File: config.mk
export PLATFORM = sky130hd
export DESIGN_NAME = linear_interp_audio_resampler_flat
export DESIGN_NICKNAME = d
export VERILOG_FILES = /design/src/design/lirs_pkg.sv /design/src/design/lirs_in_if.sv /design/src/design/lirs_out_if.sv /design/src/design/linear_interp_audio_resampler.sv /design/src/flat_wrapper.sv
export SDC_FILE = /design/constraint.sdc
export NUM_CORES = 1
export LEC_CHECK = 0
export ABC_AREA = 1
export BUFFER_PORTS_ARGS = -buffer_cell sky130_fd_sc_hd__buf_2
export CAP_MARGIN = 20
export CELL_PAD_IN_SITES_DETAIL_PLACEMENT = 0
export CELL_PAD_IN_SITES_GLOBAL_PLACEMENT = 1
export CORE_AREA = 2 2 231 290
export CTS_BUF_LIST = sky130_fd_sc_hd__clkbuf_4 sky130_fd_sc_hd__clkbuf_8
export DETAILED_ROUTE_END_ITERATION = 7
export DIE_AREA = 0 0 233 292
export PLACE_DENSITY_LB_ADDON = 0.05
export SYNTH_ARGS = -nofsm -noshare
export SYNTH_HDL_FRONTEND = slang
export SYNTH_SLANG_ARGS = --single-unit
export TNS_END_PERCENT = 100
File: constraint.sdc
create_clock -name i_clk -period 9.7 [get_ports i_clk]
set_clock_uncertainty 0.15 [all_clocks]
set_input_delay 0.97 -clock i_clk [delete_from_list [all_inputs] [get_ports i_clk]]
set_output_delay 0.97 -clock i_clk [all_outputs]
set_load 0.03 [all_outputs]
File: src/design/lirs_pkg.sv
// ============================================================================
// lirs_pkg
// Shared types and constants of the linear interpolation audio resampler.
// ============================================================================
`default_nettype none

package lirs_pkg;

    // Output sample rate, source rate after reset and minimum source rate, in Hz
    localparam int unsigned OUT_RATE    = 37500;
    localparam int unsigned RESET_RATE  = 44100;
    localparam int unsigned MIN_RATE    = 8000;

    // Q16 phase step after reset: floor(44100 * 65536 / 37500)
    localparam logic [16:0] RESET_STEP =
        17'((longint'(RESET_RATE) << 16) / longint'(OUT_RATE));

    // Reciprocal for the step: ceil(2^46 / OUT_RATE); step = (rate * STEP_RECIP) >> 30,
    // exact for every 16-bit rate
    localparam logic [30:0] STEP_RECIP =
        31'(((longint'(1) << 46) + longint'(OUT_RATE) - 64'sd1) / longint'(OUT_RATE));

    // Q15 gain after reset
    localparam logic [14:0] GAIN_RESET  = 15'd16384;

    // Results per source item are bounded by the minimum rate
    localparam int unsigned MAX_RESULTS = 5;

    // Configuration register indexes
    typedef enum logic [0:0] {
        CFG_GAIN_LEFT  = 1'b0,
        CFG_GAIN_RIGHT = 1'b1
    } t_cfg_idx;

    // Sequencer states
    typedef enum logic [3:0] {
        ST_IDLE,
        ST_DIV,
        ST_DIVH,
        ST_CHECK,
        ST_MDL,
        ST_AL,
        ST_MGL,
        ST_MDR,
        ST_AR,
        ST_MGR,
        ST_EMIT
    } t_state;

endpackage

`default_nettype wire

File: src/design/lirs_in_if.sv
// ============================================================================
// lirs_in_if
// Source item channel: valid/ready handshake with the source sample payload.
// ============================================================================
`default_nettype none

interface lirs_in_if;
    logic               valid;
    logic               ready;
    logic               mode;
    logic signed [15:0] sample_left;
    logic signed [15:0] sample_right;
    logic               stereo;
    logic        [15:0] source_rate;
    logic               end_of_frame;

    modport source (
        output valid, mode, sample_left, sample_right, stereo, source_rate, end_of_frame,
        input  ready
    );

    modport sink (
        input  valid, mode, sample_left, sample_right, stereo, source_rate, end_of_frame,
        output ready
    );
endinterface

`default_nettype wire

File: src/design/lirs_out_if.sv
// ============================================================================
// lirs_out_if
// Result item channel: valid/ready handshake with one stereo output pair.
// ============================================================================
`default_nettype none

interface lirs_out_if;
    logic               valid;
    logic               ready;
    logic signed [15:0] out_left;
    logic signed [15:0] out_right;
    logic               frame_done;
    logic               last;

    modport source (
        output valid, out_left, out_right, frame_done, last,
        input  ready
    );

    modport sink (
        input  valid, out_left, out_right, frame_done, last,
        output ready
    );
endinterface

`default_nettype wire

File: src/design/linear_interp_audio_resampler.sv
// ============================================================================
// linear_interp_audio_resampler
// Converts source samples to 37500 Hz stereo pairs by linear interpolation
// with a Q16 phase accumulator, then applies a Q15 gain per channel.
// ============================================================================
//
//  channel   dir  handshake          payload
//  i_in      in   valid / ready      mode, sample_left/right, stereo,
//                                    source_rate, end_of_frame
//  o_out     out  valid / ready      out_left, out_right, frame_done, last
//  i_cfg_*   in   write enable only  gain_left (0), gain_right (1)
//
//  One item is worked at a time; ready is high only while the sequencer idles.
//  An item yields n output pairs (n = 0..5) and a flush yields none; a source
//  rate change adds the DIV and DIVH states (step from a reciprocal product).
//  All step, interpolation and gain products share one 17x17 signed multiplier.
//  A held result sits in the output register; a stall there holds the
//  sequencer in its emit state. Reset is synchronous.
// ============================================================================
`default_nettype none

module linear_interp_audio_resampler (
    input  wire logic                 i_clk,
    input  wire logic                 i_rst_n,
    lirs_in_if.sink                   i_in,
    lirs_out_if.source                o_out,
    input  wire logic                 i_cfg_we,
    input  wire lirs_pkg::t_cfg_idx   i_cfg_idx,
    input  wire logic [14:0]          i_cfg_data
);
    import lirs_pkg::*;

    // ------------------------------------------------------------------
    // Registers
    // ------------------------------------------------------------------
    t_state              r_state, n_state;

    logic [14:0]         r_gain_l, r_gain_r;
    logic [17:0]         r_phase;
    logic [15:0]         r_rate;
    logic [16:0]         r_step;
    logic signed [15:0]  r_prev_l, r_prev_r;

    logic signed [15:0]  r_cur_l, r_cur_r;
    logic                r_eof;
    logic [2:0]          r_n;

    logic [15:0]         r_eff_rate;

    logic signed [32:0]  r_prod;
    logic signed [15:0]  r_val;
    logic signed [15:0]  r_res_l;

    logic                r_out_valid;
    logic signed [15:0]  r_out_l, r_out_r;
    logic                r_out_fd, r_out_last;

    // ------------------------------------------------------------------
    // Combinational helpers
    // ------------------------------------------------------------------
    logic                w_in_fire;
    logic                w_emit;
    logic                w_more;
    logic                w_last;
    logic [17:0]         w_phase_next;
    logic [15:0]         w_eff_rate;
    logic [31:0]         w_step_sum;
    logic signed [16:0]  w_mul_a, w_mul_b;
    logic signed [33:0]  w_mul_p;
    logic signed [15:0]  w_prev_sel;
    logic signed [16:0]  w_sum;

    assign i_in.ready  = (r_state == ST_IDLE);
    assign w_in_fire   = i_in.valid && (r_state == ST_IDLE);

    assign o_out.valid      = r_out_valid;
    assign o_out.out_left   = r_out_l;
    assign o_out.out_right  = r_out_r;
    assign o_out.frame_done = r_out_fd;
    assign o_out.last       = r_out_last;

    // Phase walk
    assign w_phase_next = r_phase + {1'b0, r_step};
    assign w_more = (r_phase[17:16] == 2'b00) && (r_n != 3'(MAX_RESULTS));
    assign w_last = (w_phase_next[17:16] != 2'b00) || (r_n == 3'(MAX_RESULTS - 1));

    // Rates under the minimum count as the minimum for the step
    assign w_eff_rate = (i_in.source_rate < 16'(MIN_RATE)) ? 16'(MIN_RATE)
                                                           : i_in.source_rate;

    // Shared multiplier operand select
    always_comb begin
        w_mul_a = '0;
        w_mul_b = '0;
        case (r_state)
            ST_DIV: begin
                w_mul_a = $signed({1'b0, r_eff_rate});
                w_mul_b = $signed({1'b0, STEP_RECIP[15:0]});
            end
            ST_DIVH: begin
                w_mul_a = $signed({1'b0, r_eff_rate});
                w_mul_b = $signed({2'b00, STEP_RECIP[30:16]});
            end
            ST_MDL: begin
                w_mul_a = 17'(r_cur_l) - 17'(r_prev_l);
                w_mul_b = $signed({1'b0, r_phase[15:0]});
            end
            ST_MGL: begin
                w_mul_a = 17'(r_val);
                w_mul_b = $signed({2'b00, r_gain_l});
            end
            ST_MDR: begin
                w_mul_a = 17'(r_cur_r) - 17'(r_prev_r);
                w_mul_b = $signed({1'b0, r_phase[15:0]});
            end
            ST_MGR: begin
                w_mul_a = 17'(r_val);
                w_mul_b = $signed({2'b00, r_gain_r});
            end
            default: begin
                w_mul_a = '0;
                w_mul_b = '0;
            end
        endcase
    end

    assign w_mul_p = w_mul_a * w_mul_b;

    // Step = (rate * recip) >> 30, from high partial product plus low one >> 16
    assign w_step_sum = w_mul_p[31:0] + {16'b0, r_prod[31:16]};

    // prev + floor(diff * frac / 65536); stays within 16 bits
    assign w_prev_sel = (r_state == ST_AR) ? r_prev_r : r_prev_l;
    assign w_sum      = 17'(w_prev_sel) + $signed(r_prod[32:16]);

    // ------------------------------------------------------------------
    // Sequencer
    // ------------------------------------------------------------------
    always_ff @(posedge i_clk) begin
        if (!i_rst_n) begin
            r_state <= ST_IDLE;
        end else begin
            r_state <= n_state;
        end
    end

    always_comb begin
        n_state = r_state;
        w_emit  = 1'b0;
        unique case (r_state)
            ST_IDLE: begin
                if (w_in_fire && !i_in.mode) begin
                    n_state = (i_in.source_rate != r_rate) ? ST_DIV : ST_CHECK;
                end
            end
            ST_DIV:   n_state = ST_DIVH;
            ST_DIVH:  n_state = ST_CHECK;
            ST_CHECK: n_state = w_more ? ST_MDL : ST_IDLE;
            ST_MDL:   n_state = ST_AL;
            ST_AL:    n_state = ST_MGL;
            ST_MGL:   n_state = ST_MDR;
            ST_MDR:   n_state = ST_AR;
            ST_AR:    n_state = ST_MGR;
            ST_MGR:   n_state = ST_EMIT;
            ST_EMIT: begin
                w_emit = !r_out_valid || o_out.ready;
                if (w_emit) begin
                    n_state = ST_CHECK;
                end
            end
            default:  n_state = ST_IDLE;
        endcase
    end

    // ------------------------------------------------------------------
    // Datapath
    // ------------------------------------------------------------------
    always_ff @(posedge i_clk) begin
        if (!i_rst_n) begin
            r_gain_l    <= GAIN_RESET;
            r_gain_r    <= GAIN_RESET;
            r_phase     <= '0;
            r_rate      <= 16'(RESET_RATE);
            r_step      <= RESET_STEP;
            r_prev_l    <= '0;
            r_prev_r    <= '0;
            r_n         <= '0;
            r_out_valid <= 1'b0;
        end else begin
            // Configuration writes
            if (i_cfg_we) begin
                unique case (i_cfg_idx)
                    CFG_GAIN_LEFT:  r_gain_l <= i_cfg_data;
                    CFG_GAIN_RIGHT: r_gain_r <= i_cfg_data;
                    default: ;
                endcase
            end

            // Output register loads on emit, drains on handshake
            if (r_state == ST_EMIT && w_emit) begin
                r_out_valid <= 1'b1;
            end else if (r_out_valid && o_out.ready) begin
                r_out_valid <= 1'b0;
            end

            case (r_state)
                ST_IDLE: begin
                    if (w_in_fire) begin
                        if (i_in.mode) begin
                            // flush: phase and held pair to zero
                            r_phase  <= '0;
                            r_prev_l <= '0;
                            r_prev_r <= '0;
                        end else begin
                            r_cur_l <= i_in.sample_left;
                            r_cur_r <= i_in.stereo ? i_in.sample_right : i_in.sample_left;
                            r_eof   <= i_in.end_of_frame;
                            r_n     <= '0;
                            // rate change restarts phase and recomputes the step
                            if (i_in.source_rate != r_rate) begin
                                r_rate     <= i_in.source_rate;
                                r_phase    <= '0;
                                r_eff_rate <= w_eff_rate;
                            end
                        end
                    end
                end
                ST_DIV:  r_prod <= w_mul_p[32:0];
                ST_DIVH: r_step <= w_step_sum[30:14];
                ST_CHECK: begin
                    // end of this item's run: drop one sample, hold current pair
                    if (!w_more) begin
                        if (r_phase[17:16] != 2'b00) begin
                            r_phase <= r_phase - 18'h10000;
                        end
                        r_prev_l <= r_cur_l;
                        r_prev_r <= r_cur_r;
                    end
                end
                ST_MDL: r_prod <= w_mul_p[32:0];
                ST_AL:  r_val  <= w_sum[15:0];
                ST_MGL: r_prod <= w_mul_p[32:0];
                ST_MDR: begin
                    r_res_l <= r_prod[30:15];
                    r_prod  <= w_mul_p[32:0];
                end
                ST_AR:  r_val  <= w_sum[15:0];
                ST_MGR: r_prod <= w_mul_p[32:0];
                ST_EMIT: begin
                    if (w_emit) begin
                        r_out_l     <= r_res_l;
                        r_out_r     <= r_prod[30:15];
                        r_out_last  <= w_last;
                        r_out_fd    <= w_last && r_eof;
                        r_phase     <= w_phase_next;
                        r_n         <= r_n + 3'd1;
                    end
                end
                default: ;
            endcase
        end
    end

    // ------------------------------------------------------------------
    // Assertions
    // ------------------------------------------------------------------
    a_n_bound: assert property (@(posedge i_clk) disable iff (!i_rst_n)
        r_n <= 3'(MAX_RESULTS))
        else $error("result count past bound");

    a_idle_phase: assert property (@(posedge i_clk) disable iff (!i_rst_n)
        (r_state == ST_IDLE) |-> (r_phase[17] == 1'b0))
        else $error("phase out of range between items");

    a_load_from_emit: assert property (@(posedge i_clk) disable iff (!i_rst_n)
        (r_out_valid && !$past(r_out_valid)) |-> ($past(r_state) == ST_EMIT))
        else $error("output loaded outside emit");

    a_div_step: assert property (@(posedge i_clk) disable iff (!i_rst_n)
        (r_state == ST_DIVH)
            |=> (r_step >= 17'(((MIN_RATE) * 65536) / OUT_RATE)))
        else $error("phase step below minimum");

endmodule

`default_nettype wire

File: src/flat_wrapper.sv
// flat-port wrapper written by rule: the top's interface ports become plain ports
module linear_interp_audio_resampler_flat import lirs_pkg::*;
  (i_clk, i_rst_n, i_cfg_we, i_cfg_idx, i_cfg_data, i_in_valid, i_in_mode, i_in_sample_left, i_in_sample_right, i_in_stereo, i_in_source_rate, i_in_end_of_frame, i_in_ready, o_out_valid, o_out_out_left, o_out_out_right, o_out_frame_done, o_out_last, o_out_ready);
  lirs_in_if i_in_i ();
  lirs_out_if o_out_i ();
  input  wire logic i_clk;
  input  wire logic i_rst_n;
  input  wire logic i_cfg_we;
  input  wire lirs_pkg::t_cfg_idx i_cfg_idx;
  input  wire logic [14:0] i_cfg_data;
  input wire logic [$bits(i_in_i.valid)-1:0] i_in_valid;
  input wire logic [$bits(i_in_i.mode)-1:0] i_in_mode;
  input wire logic [$bits(i_in_i.sample_left)-1:0] i_in_sample_left;
  input wire logic [$bits(i_in_i.sample_right)-1:0] i_in_sample_right;
  input wire logic [$bits(i_in_i.stereo)-1:0] i_in_stereo;
  input wire logic [$bits(i_in_i.source_rate)-1:0] i_in_source_rate;
  input wire logic [$bits(i_in_i.end_of_frame)-1:0] i_in_end_of_frame;
  output wire logic [$bits(i_in_i.ready)-1:0] i_in_ready;
  output wire logic [$bits(o_out_i.valid)-1:0] o_out_valid;
  output wire logic [$bits(o_out_i.out_left)-1:0] o_out_out_left;
  output wire logic [$bits(o_out_i.out_right)-1:0] o_out_out_right;
  output wire logic [$bits(o_out_i.frame_done)-1:0] o_out_frame_done;
  output wire logic [$bits(o_out_i.last)-1:0] o_out_last;
  input wire logic [$bits(o_out_i.ready)-1:0] o_out_ready;
  assign i_in_i.valid = i_in_valid;
  assign i_in_i.mode = i_in_mode;
  assign i_in_i.sample_left = i_in_sample_left;
  assign i_in_i.sample_right = i_in_sample_right;
  assign i_in_i.stereo = i_in_stereo;
  assign i_in_i.source_rate = i_in_source_rate;
  assign i_in_i.end_of_frame = i_in_end_of_frame;
  assign i_in_ready = i_in_i.ready;
  assign o_out_valid = o_out_i.valid;
  assign o_out_out_left = o_out_i.out_left;
  assign o_out_out_right = o_out_i.out_right;
  assign o_out_frame_done = o_out_i.frame_done;
  assign o_out_last = o_out_i.last;
  assign o_out_i.ready = o_out_ready;
  linear_interp_audio_resampler u_core (.i_clk(i_clk), .i_rst_n(i_rst_n), .i_in(i_in_i), .o_out(o_out_i), .i_cfg_we(i_cfg_we), .i_cfg_idx(i_cfg_idx), .i_cfg_data(i_cfg_data));
endmodule
Word-level counts from Yosys, hierarchy flattened

Index checks and enable logic that the tools add are counted.

Register bits: 268
Input port bits: 72
Word-level logic and storage cells: 119

Reduce and logical (&&, ||, !) cells: 36
Order comparisons: 1
Equality and inequality tests: 22
Bitwise logic cells: 2
Add/subtract/negate cells: 7
Multipliers: 1
Multiplexer cells: 29

Operators by type and width:

| cell                   | number |
|---|---|
| $mux 18                | 6 |
| $mux 16                | 6 |
| $pmux 16 s5            | 1 |
| $pmux 17 s4            | 1 |
| $pmux 16 s2            | 2 |
| $pmux 18 s3            | 1 |
| $pmux 4 s11            | 1 |
| $sub 16x16->17         | 2 |
| $mul 17x17->32         | 1 |
| $add 31x16->31         | 1 |
| $add 18x17->18         | 1 |
| $sub 18x17->18 const B | 1 |
| $add 16x16->16         | 1 |
| $eq 4x3->1 const B     | 4 |
| $lt 16x13->1 const B   | 1 |
| $ne 16x16->1           | 1 |
| $reduce_and 4->1       | 4 |
| $eq 4x4->1 const B     | 3 |
| $mux 3                 | 4 |
| $reduce_and 2->1       | 6 |
| $ne 2x1->1 const B     | 5 |
| $reduce_bool 2->1      | 5 |
| $eq 4x2->1 const B     | 2 |
| $mux 4                 | 2 |
| 21 further kinds       | 36 |

Logic depth before layout (Yosys ltp)

Word-level depth: 5
Mapped depth: 50
Gate-level depth less buffers: 49

Least setup slack after synthesis

Ideal clock, no wire load.

Kind: register to register
Start point: register u_core.r_cur_r[0]
End point: register u_core.r_step[0]
Stages on the path, launching flop included: 44
Slack: 1897 ps
Data arrival time: 7537 ps
Required time: 9434 ps
Path buffers: 1
Cells stage by stage: edfxtp_1 > inv_1 > ha_1 > fa_1 > inv_1 > nand2_1 > nand2_1 > a21oi_1 > o21bai_1 > nand2_1 > nand2_1 > nand2_1 > nand2_1 > a21oi_1 > or2_1 > nand3_1 > nand3b_2 > buf_2 > [... 8 more ...] > fa_1 > inv_1 > fa_1 > inv_1 > ha_1 > nand2_1 > nor2_1 > nand3_1 > nand3_1 > xor2_1 > ha_1 > a21oi_1 > o21ai_0 > a21oi_1 > nand2_1 > xor2_1 > o21ai_0 > inv_1

Cells in the longest elaborated chain, start to end: 4

RTL lines:

| element                  | RTL line                             | RTL |
|---|---|---|
| start: declaration       | linear_interp_audio_resampler.sv:44  | `logic signed [15:0] r_cur_l, r_cur_r;` |
| start signal: assignment | linear_interp_audio_resampler.sv:216 | `r_cur_r <= i_in.stereo ? i_in.sample_right : i_in.sample_left;` |
| $sub 16x16->17           | linear_interp_audio_resampler.sv:113 | `w_mul_a = 17'(r_cur_r) - 17'(r_prev_r);` |
| $pmux 17 s4              | linear_interp_audio_resampler.sv:95  | `case (r_state)` |
| $mul 17x17->32           | linear_interp_audio_resampler.sv:127 | `assign w_mul_p = w_mul_a * w_mul_b;` |
| $add 31x16->31           | linear_interp_audio_resampler.sv:130 | `assign w_step_sum = w_mul_p[31:0] + {16'b0, r_prod[31:16]};` |
| end signal: assignment   | linear_interp_audio_resampler.sv:229 | `ST_DIVH: r_step <= w_step_sum[30:14];` |
| end: declaration         | linear_interp_audio_resampler.sv:41  | `logic [16:0] r_step;` |

Every way passes these cells.
A chain may end at the register's enable or synchronous reset.

Worst setup path after layout

Same ends and word-level chain as after synthesis.

==> results.cfg <==
[final_layout]
nNetsFinal = 3947
number_of_standard_cells_in_the_final_layout_excluding_fillers = 4327
largestRegisters = u_core.r_phase x18, u_core.r_prod x17, u_core.r_step x17
drive_above_1_share_pct = 9.888
syn2layout_area_growth_pct = 10.73
fin_area_sq_mm = 0.02797
most_flops_register = u_core.r_phase
largest_reg_flops = 18
final_core_util_pct = 42.83

[setup_path]
worstSetupPathType = reg2reg
worstSetupEndpointType = flop
path_common_cell = sky130_fd_sc_hd__nand2_1
worst_setup_path_start_kind = flop
timing.critical_path.required_ps = 10000
max_stage_delay_ps = 550
timing.critical_path.arrival_ps = 9280
crit_slowest_cell = sky130_fd_sc_hd__fa_1
crit_path_max_delay_family = adder cells
total_buffers_and_inverters_traversed_by_the_critical_path = 8
worstPathMaxFanout = 13

[sta]
timing.final.setup_violations = 0
post-route-min-period_ps = 8980
tns_ps = 0
tightestPinTransition_ps = 982.3
hold_viol = 0
max_freq_ghz = 0.1114
post-route-period-util_pct = 92.58
timing.max_slew.rel_slack_pct = 34.36
grt_setup_unrepaired = false
slew_viol_final = 0

[power_and_ir_drop]
clock_power_share_pct = 23.3
power.share.switching_pct = 43.81
p_leak_nw = 14.11
p_comb_share_pct = 44.1
p_int_w = 0.002219
p_seq_share_pct = 32.6
power_density_mw_per_mm2 = 141.2
vdd_ir_drop_max_uv = 108.8
p_total_w = 0.003949
p_switching_w = 0.001730

[die]
placement_rows = 105
floorplan.io_pins = 108
dieArea_sq_mm = 0.06804
die_w_microns = 233
die_h_microns = 292
floorplan.core_area_sq_mm = 0.06529
initial_utilization_pct = 38.68

[logic_synthesis]
synth_warnings = 0
synth.largest_area_cell = sky130_fd_sc_hd__fa_1
fraction_of_registers_with_async_set_reset_pct = 0
synthFlopType = sky130_fd_sc_hd__edfxtp_1
avg_synthesized_cell_area_sq_um = 7.674
synth_seq_area_share_pct = 25.28
synth_nets = 3797
synthTopCellsByArea = sky130_fd_sc_hd__fa_1 (21%), sky130_fd_sc_hd__edfxtp_1 (16%), sky130_fd_sc_hd__nand2_1 (12%), sky130_fd_sc_hd__inv_1 (11%), sky130_fd_sc_hd__dfxtp_1 (9.6%)
synth_enable_flop_cells = 132
ys_seq_elements = 253
cell_area_after_technology_mapping_sq_mm = 0.02526
netlist.area_leader.share_pct = 21.16
synth_cell_type_count = 51
postSynthCellCount = 3291

[cts]
root_buffer = sky130_fd_sc_hd__clkbuf_8
cts_hold_buffers = 0
tritoncts = done
htreeDepth = 2
cts_num_sinks = 253
clk_transition_reported_paths_ps = 60
cts_buffer_depth = 3
cts_buffers = 42
clkLatencyLatePin_ps = 580

[global_routing]
grt_antenna_before_repair = 1
pin_count_of_the_biggest_net_entering_global_routing = 71
grt.total_usage_pct = 24.33
globalRoute.totalOverflow = 0
first_global_vias = 22633
grt_pass1_wl_mm = 127.4

[flow_run]
drv_cap = 0

[placement]
place_area_sq_mm = 0.02716
dp_cells = 4253
detailed_place_hpwl_mm = 66.83
place_congestion = 0.8790
placement.io_buffers = 107

[routing]
drt_pass1_iterations = 5
route.detailed.wl_per_inst_microns = 18.67
number_of_drc_markers_in_iteration_0 = 893
remaining_drc_errors = 0
vias_per_cell = 4.931
dr_vias = 21338
antenna_violating_nets_post_route = 0
drt_wl_total_mm = 80.80

[min_path]
hold_path.class = reg2reg

[run_status]
run_status = completed
## power groups by stage
stage	clock, W	combinational, W	sequential [W]
4_1_cts	0.000956	0.00177	0.00129
3_5_place_dp	0	0.00175	0.00131
2_1_floorplan	0	0.00109	0.00127
6_report	0.000922	0.00174	0.00129
5_1_grt	0.00100	0.00195	0.00129
3_3_place_gp	0	0.00175	0.00131
## final timing paths
kind | startpoint | endpoint | slack (ps) | depth (start not counted)
min reg2reg | u_core.r_res_l[14]$_DFFE_PP_ | u_core.o_out.out_left[14]$_DFFE_PP_ | 260 | 0
max | u_core.r_cur_r[0]$_DFFE_PP_ | u_core.r_step[0]$_SDFFE_PN0P_ | 720 | 42
max reg2reg | u_core.r_cur_r[0]$_DFFE_PP_ | u_core.r_step[0]$_SDFFE_PN0P_ | 720 | 42
min | u_core.r_res_l[14]$_DFFE_PP_ | u_core.o_out.out_left[14]$_DFFE_PP_ | 260 | 0
## layer usage
metal	routed length, microns	GRT usage, %	up-vias
li1	-	-	10431
met1	31970	27.83	10392
met2	43960	47.36	396
met3	1986	1.455	119
met4	2879	7.938	0
met5	0	0	-
## cells by family (layout without fill, tap and decap cells)
group,Yosys count,after routing,share of synthesized area [%]
fa+ha+maj,434,434,29.44
simple gates,1279,1279,21.05
mux,16,16,0.7134
flops,253,253,25.28
buf+inv,842,1020,12.69
other cells,0,2,0
xor+xnor,66,66,2.289
compound gates,401,401,8.541
## synthesized netlist by cell type (4+ instances only)
cell and count:
sky130_fd_sc_hd__a21o_1 6, sky130_fd_sc_hd__inv_2 14, sky130_fd_sc_hd__xnor2_1 33, sky130_fd_sc_hd__o21ai_1 5, sky130_fd_sc_hd__a31oi_1 5, sky130_fd_sc_hd__nand3_1 125, sky130_fd_sc_hd__o31ai_1 4, sky130_fd_sc_hd__a21oi_1 206
sky130_fd_sc_hd__nand2_2 5, sky130_fd_sc_hd__nor2_2 7, sky130_fd_sc_hd__or2_2 27, sky130_fd_sc_hd__fa_1 267, sky130_fd_sc_hd__o21ai_0 130, sky130_fd_sc_hd__or2_1 12, sky130_fd_sc_hd__ha_1 167, sky130_fd_sc_hd__dfxtp_1 121
sky130_fd_sc_hd__nand3b_1 6, sky130_fd_sc_hd__clkinv_1 4, sky130_fd_sc_hd__nand4_1 43, sky130_fd_sc_hd__clkbuf_1 52, sky130_fd_sc_hd__nor2_1 220, sky130_fd_sc_hd__mux2_2 16, sky130_fd_sc_hd__nor4_1 8, sky130_fd_sc_hd__o21bai_1 7
sky130_fd_sc_hd__nor3_1 14, sky130_fd_sc_hd__edfxtp_1 132, sky130_fd_sc_hd__xor2_1 33, sky130_fd_sc_hd__buf_2 29, sky130_fd_sc_hd__o211ai_1 6, sky130_fd_sc_hd__inv_1 740, sky130_fd_sc_hd__o22ai_1 9, sky130_fd_sc_hd__a21boi_0 8
sky130_fd_sc_hd__nand2_1 799
## metrics by stage
| stage | hold slack, ps | setup slack [ps] |
|---|---|---|
| finish | 264.7 | 720.0 |
| global route | 273.4 | 15.28 |
| CTS | 263.9 | 374.4 |
| detailed placement | 255.2 | 425.0 |
| global placement | 252.2 | 476.5 |
| floorplan | 250.3 | 1897 |
## layout make-up
class	count	area, sq um
Fill cell	6762	37330
Inverter	758	2845
Multi-Input combinational cell	2196	15720
Clock buffer	54	680.7
Sequential cell	253	6386
Timing Repair Buffer	190	1159
Antenna cell	2	5.005
Clock inverter	18	103.9
Tap cell	856	1071
## cell usage in the layout (no fill, tap or decap), drive strengths merged, types with 9 or more instances in the layout
cell / instances
xnor2: 33
ha: 167
clkbuf: 54
mux2: 16
o22ai: 9
fa: 267
xor2: 33
nor3: 14
dfxtp: 121
inv: 754
or2: 41
a21oi: 206
nand2: 805
buf: 190
o21ai: 135
nand3: 126
nand4: 45
edfxtp: 132
nor2: 228
clkinv: 18
## worst register-to-register path: cells and delay by family (launching register included)
family                     cells  cell delay [ps]
AOI/OAI and AO/OA              7             1120
xor gates and xnor gates       2              420
adders and majority gates     10             4260
buffers and inverters          8              460
DFF                            1              320
and+or+nand+nor               15             2140
## timing repair
item	in CTS	in global routing
endpoints found under the setup margin	0	17
resized for setup	0	3
buffers inserted	0	0
(Power assumes the default switching activity.)
